===== src/rtl/hcs_pkg.sv =====
package hcs_pkg;

    localparam int LEVELS  = 256;
    localparam int PIX_W   = 8;
    localparam int ADDR_W  = $clog2(LEVELS);
    localparam int CNT_W   = 21;
    localparam int OP_W    = 2;
    localparam int SCAN_W  = ADDR_W + 1;
    localparam int NUM_W   = 2 * PIX_W;
    localparam int QSTEP_W = $clog2(PIX_W);

    localparam logic [CNT_W-1:0] COUNT_MAX = {CNT_W{1'b1}};

    // peak / 10 as a multiply by ceil(2^24 / 10); exact for every 21-bit peak
    localparam int               THR_SHIFT = 24;
    localparam logic [CNT_W-1:0] THR_RECIP = CNT_W'(((1 << THR_SHIFT) + 9) / 10);
    localparam int               PROD_W    = 2 * CNT_W;

    localparam logic [OP_W-1:0] OP_COUNT   = 2'd0;
    localparam logic [OP_W-1:0] OP_STRETCH = 2'd1;
    localparam logic [OP_W-1:0] OP_CLEAR   = 2'd2;

    localparam logic [PIX_W-1:0] PIX_TOP = PIX_W'(LEVELS - 1);

    typedef struct packed {
        logic             start;
        logic [NUM_W-1:0] num;
        logic [PIX_W-1:0] den;
    } div_req_t;

    typedef struct packed {
        logic             done;
        logic [PIX_W-1:0] quot;
    } div_rsp_t;

    typedef struct packed {
        logic              re;
        logic [ADDR_W-1:0] raddr;
        logic              we;
        logic [ADDR_W-1:0] waddr;
        logic [CNT_W-1:0]  wdata;
    } ram_req_t;

endpackage


===== src/rtl/hcs_divider.sv =====
module hcs_divider (
    input  logic              clk,
    input  logic              rst_n,
    input  hcs_pkg::div_req_t req,
    output hcs_pkg::div_rsp_t rsp
);

    logic                              busy_reg;
    logic [hcs_pkg::QSTEP_W-1:0]       step_reg;
    logic [hcs_pkg::PIX_W-1:0]         rem_reg;
    logic [hcs_pkg::PIX_W-1:0]         nlo_reg;
    logic [hcs_pkg::PIX_W-1:0]         den_reg;
    logic [hcs_pkg::PIX_W-1:0]         quot_reg;
    logic                              done_reg;
    logic [hcs_pkg::PIX_W:0]           trial;
    logic                              fits;
    logic [hcs_pkg::PIX_W:0]           diff;

    assign trial = {rem_reg, nlo_reg[hcs_pkg::PIX_W-1]};
    assign fits  = trial >= {1'b0, den_reg};
    assign diff  = trial - {1'b0, den_reg};

    always_ff @(posedge clk or negedge rst_n)
    begin
        if (!rst_n)
        begin
            busy_reg <= 1'b0;
            done_reg <= 1'b0;
            step_reg <= '0;
        end
        else
        begin
            done_reg <= 1'b0;
            if (req.start)
            begin
                busy_reg <= 1'b1;
                step_reg <= '0;
            end
            else if (busy_reg)
            begin
                step_reg <= step_reg + 1'b1;
                if (step_reg == hcs_pkg::QSTEP_W'(hcs_pkg::PIX_W - 1))
                begin
                    busy_reg <= 1'b0;
                    done_reg <= 1'b1;
                end
            end
        end
    end

    // quotient stays below 256, so the upper numerator byte is already below den
    always_ff @(posedge clk)
    begin
        if (req.start)
        begin
            rem_reg <= req.num[hcs_pkg::NUM_W-1:hcs_pkg::PIX_W];
            nlo_reg <= req.num[hcs_pkg::PIX_W-1:0];
            den_reg <= req.den;
        end
        else if (busy_reg)
        begin
            rem_reg  <= fits ? diff[hcs_pkg::PIX_W-1:0] : trial[hcs_pkg::PIX_W-1:0];
            nlo_reg  <= {nlo_reg[hcs_pkg::PIX_W-2:0], 1'b0};
            quot_reg <= {quot_reg[hcs_pkg::PIX_W-2:0], fits};
        end
    end

    assign rsp.done = done_reg;
    assign rsp.quot = quot_reg;

endmodule


===== config.mk =====
export PLATFORM = sky130hd
export DESIGN_NAME = hcs_divider
export DESIGN_NICKNAME = d
export VERILOG_FILES = /design/src/rtl/hcs_pkg.sv /design/src/rtl/hcs_divider.sv
export SDC_FILE = /design/constraint.sdc
export NUM_CORES = 1
export LEC_CHECK = 0
export BUFFER_PORTS_ARGS = -buffer_cell sky130_fd_sc_hd__buf_2
export CAP_MARGIN = 20
export CORE_MARGIN = 3
export CORE_UTILIZATION = 54
export DETAILED_ROUTE_END_ITERATION = 8
export GPL_TIMING_DRIVEN = 0
export PLACE_DENSITY = 0.78
export SLEW_MARGIN = 20
export SYNTH_ARGS = -nofsm -noshare
export SYNTH_HDL_FRONTEND = slang
export SYNTH_SLANG_ARGS = --single-unit

===== constraint.sdc =====
create_clock -name clk -period 2.7 [get_ports clk]
set_input_delay 0.27 -clock clk [delete_from_list [all_inputs] [get_ports clk]]
set_output_delay 0.27 -clock clk [all_outputs]
set_load 0.02 [all_outputs]

# == After elaboration in Yosys (flattened, before gate mapping) ==
# Cells that the tools add are included.
# totals
ff_bits,37
output_inout_bits,9
# classes
mux,13
reduce_logical,2
bitwise,1
n_eq_ne,1
addsub,2
n_lt_le_gt_ge,1
# op_table
operator,count
$mux W8,5
$ge A9 B8 Y1,1
$sub A8 B8 Y8,1
$mux W1,6
$mux W3,2
$add A3 B1 Y3 const B,1
$eq A3 B3 Y1 const B,1
$reduce_and A2 Y1,1
$reduce_bool A2 Y1,1
$not A1 Y1,1

# == Logic depth before layout (Yosys ltp) ==
# depth
word_depth,4
ltp_mapped,8
depth_no_buf,8

# == Worst setup path after synthesis ==
# Ideal clock, no wire load.
# synth_path
kind,reg2reg
from,reg rem_reg[5] in the netlist's numbering
to,reg rem_reg[2] in the netlist's numbering (data pin)
setup_ns,0.260
path_buffers,0
path_slack_ns,0.311
stages_incl_launch_ff,8
t_arrival_ns,2.129
synth_period_minus_slack_ns,2.389
cell_sequence,edfxtp_1 ha_1 a21o_1 a221o_1 a21oi_4 inv_4 mux2_4 mux2_2
# synth_via
elab_chain_len,4
# synth_rtl
item,line_no,source
from (decl),hcs_divider.sv:10,logic [hcs_pkg::PIX_W-1:0] rem_reg;
from (signal assigned),hcs_divider.sv:56,rem_reg <= req.num[hcs_pkg::NUM_W-1:hcs_pkg::PIX_W];
from (signal assigned),hcs_divider.sv:62,rem_reg <= fits ? diff[hcs_pkg::PIX_W-1:0] : trial[hcs_pkg::PIX_W-1:0];
$ge A9 B8 Y1,hcs_divider.sv:20,"assign fits = trial >= {1'b0, den_reg};"
named net fits,hcs_divider.sv:16,logic fits;
$mux W8,hcs_divider.sv:62,
$mux W8,hcs_divider.sv:60,else if (busy_reg)
$mux W8,hcs_divider.sv:54,if (req.start)
# The timed path passes the listed nets, and every way through them passes these cells. The select of a mux whose other input is x is not followed.
# A chain may end at the register's enable or synchronous reset.

# == Worst setup path in the final report ==
# Same ends and word-level chain as after synthesis.

==> impl_metrics.py <==
metrics = {
    "outcome": {
        "outcome": "finished clean",
    },
    "worst_setup_path": {
        "crit_required_ps": 2790,
        "cp-end-kind": "register",
        "critPathMaxFanout": 5,
        "timing.rr.start": "rem_reg[5]",
        "regToRegEndpoint": "rem_reg[2]",
        "critPathMaxStageDelay_ps": 410,
        "cp_cell_sequence": "ha_1, a21o_1, a221o_1, a21oi_4, inv_4, mux2_4, mux2_2",
        "start_kind": "register",
        "regToRegSetupSlack_ps": 200,
        "worstPathArrival_ps": 2590,
        "slowest_stage": "edfxtp_1",
        "crit_type": "register to register",
        "reg2reg_depth": 7,
    },
    "floorplan": {
        "dieArea_um2": 4240,
        "chipWidth_um": 65.2,
        "fp.coreArea_um2": 3200,
        "ios": 36,
        "die_h_um": 65.2,
        "start_util_pct": 59.0,
        "fp-row-count": 20,
    },
    "timing": {
        "hold_viol": 0,
        "rsz0062_at_grt": "no",
        "worstMarginPinSlew_ps": 746,
        "finalSetupTns_ps": 0,
        "finClkSkew_ps": 16.3,
        "drv_slew": 0,
        "max_freq_mhz": 399,
        "post-route-period-util_pct": 92.7,
        "max_slew_margin_pct": 50.2,
        "fin_crit_ps": 2500,
        "setup-violations-final": 0,
    },
    "power_and_ir_drop": {
        "power.leakage_nw": 0.975,
        "ir_worst_vdd_uv": 444,
        "p_switching_uw": 588,
        "seqPwrFrac_pct": 44.2,
        "power.density_nw_per_um2": 821,
        "switching_share_pct": 32.7,
        "p_int_mw": 1.21,
        "power_frac_clock_pct": 14.7,
        "comb_power_share_pct": 41.1,
    },
    "logic_synthesis": {
        "synth_ff_type": "edfxtp_1",
        "postSynth.asyncResetShare_pct": 13.5,
        "synth_most_common_cell": "edfxtp_1",
        "syn_avg_cell_area_um2": 13.0,
        "ys_top_cells_by_count": "32 x edfxtp_1, 14 x inv_1, 10 x ha_1, 10 x mux2_2, 6 x nor2b_1",
        "synth_edf_count": 32,
        "netlist_top_cells_area": "edfxtp_1 51%, dfrtp_1 6.6%, ha_1 6.6%",
        "ys_types": 40,
        "seq_area_frac_synth_pct": 57.5,
        "post-synth-top-area-cell": "edfxtp_1",
        "syn_area_um2": 1890,
        "synth_top_area_share_pct": 50.9,
        "yosysWarnings": 0,
        "syn_nets": 183,
        "synth_seq_cells": 37,
        "synthCells": 145,
    },
    "grt": {
        "grt_start_max_net_pins": 17,
        "grt_pass1_wl_um": 6060,
        "grtUsageTotal_pct": 19.0,
        "overflow": 0,
        "first_global_vias": 1361,
        "grt_antenna_before_repair": 0,
    },
    "detailed_routing": {
        "drtIter0Drc": 62,
        "routed-wl-met2_um": 1760,
        "route.met3.wl_um": 185,
        "vias_per_cell": 5.27,
        "top_layer_used": "met4",
        "drc": 0,
        "antenna_left": 0,
        "avgRoutedWirePerCell_um": 14.7,
        "dr.pass1.iters": 4,
        "num_vias": 1233,
        "wl_um": 3450,
        "wl_met1_um": 1460,
    },
    "finish": {
        "area_delta_synth_final_pct": 15.9,
        "finalNetCount": 228,
        "diodes": 0,
        "drive_above_1_share_pct": 31.6,
        "n_fill_cell": 260,
        "regArea_um2": 1090,
        "design_area_um2": 2190,
        "multi_input_area_um2": 721,
    },
    "clock_tree": {
        "cts_tree": "done",
        "clk_latency_ps": 340,
        "cts-root-buf": "clkbuf_4",
        "cts_made_buffers": 5,
        "path_clk_slew_ps": 110,
        "clock-sinks": 37,
        "cts_buffer_depth": 2,
        "htree_levels": 2,
    },
    "flow_run": {
        "max_cap_violations": 0,
    },
    "min_path": {
        "whs_endpoint": "den_reg[7]",
        "hp-class": "input pin to register",
        "holdPathStages": 1,
        "hold_start": "req[7]",
    },
    "placement": {
        "place.gp.congestion": 0.770,
        "placed_cell_area_um2": 2120,
        "dpl.hpwl_um": 2490,
        "port_buffers": 35,
    },
}
per-layer routing:
metal	up-vias	GRT usage, %
met4	0	6.22
met1	575	22.0
met5	-	0
li1	623	-
met2	30	33.3
met3	5	6.15
power groups by stage:
stage	registers [mW]	clock network (mW)	logic (mW)
2_1_floorplan	0.815	0	0.541
3_3_place_gp	0.803	0	0.681
3_5_place_dp	0.808	0	0.695
4_1_cts	0.796	0.274	0.705
5_1_grt	0.808	0.296	0.823
6_report	0.795	0.264	0.739
layout make-up:
cell class	count	area share, %
multi-input combinational	88	32.9
clock inverter	1	0.171
timing repair buffer	38	9.14
sequential	37	49.6
tap	44	2.51
buffer	5	1.09
inverter	15	2.69
clock buffer	6	1.89
through the flow:
stage	hold WS, ps	power (mW)	worst slack, ps	std cells	utilization (%)
floorplan	-25.6	1.36	311	145	-
global placement	85.4	1.48	162	224	66.2
detailed placement	88.9	1.50	126	224	66.2
CTS	87.2	1.78	89.5	232	67.9
global route	71.3	1.93	119	234	68.4
finish	95.8	1.80	196	234	68.4
worst max-delay path by stage:
stage | startpoint | end | slack [ps]
final | rem_reg[5] | rem_reg[2] | 200
after CTS | rem_reg[5] | rem_reg[2] | 90
after detailed placement | rem_reg[5] | rem_reg[2] | 130
after floorplan | rem_reg[5] | rem_reg[2] | 310
after global routing | rem_reg[5] | rem_reg[2] | 120
after global placement | rem_reg[5] | rem_reg[4] | 160
cell families after synthesis:
family                   count (synthesis)  share of synthesized area [%]
buffers and inverters                   20                           4.37
AO/OA/AOI/OAI                           28                           10.8
XOR/XNOR                                 2                          0.927
flip-flops                              37                           57.5
adder cells (fa/ha/maj)                 11                           7.68
multiplexers                            16                           9.74
AND/OR/NAND/NOR                         31                           9.01
layout by cell type, fill, tap and decap left out, types with 3 or more instances in the layout:
cell / instances
a21oi_1: 5
buf_4: 3
buf_2: 35
nand2_1: 3
nor2b_1: 6
ha_1: 10
nor3_1: 4
mux2i_1: 3
o21a_1: 3
clkbuf_4: 5
o21ai_0: 3
edfxtp_1: 32
mux2_2: 10
inv_1: 14
and3_1: 3
clkbuf_1: 4
dfrtp_1: 5
a21o_1: 5
nor2_1: 5
worst max-delay path, delay by kind of cell, from the launching register on:
kind	cells	cell delay, ps
DFF	1	410
muxes	2	560
AOI/OAI and AO/OA	3	830
buffers and inverters	1	80
adders and majority gates	1	370
timing repair:
item | in CTS | in global routing
resized for setup | 0 | 0
endpoints found under the hold margin | 5 | 0
hold buffers | 1 | 0
setup buffers | 0 | 2
endpoints found under the setup margin | 0 | 1
Power figures use the tool's default switching activity.
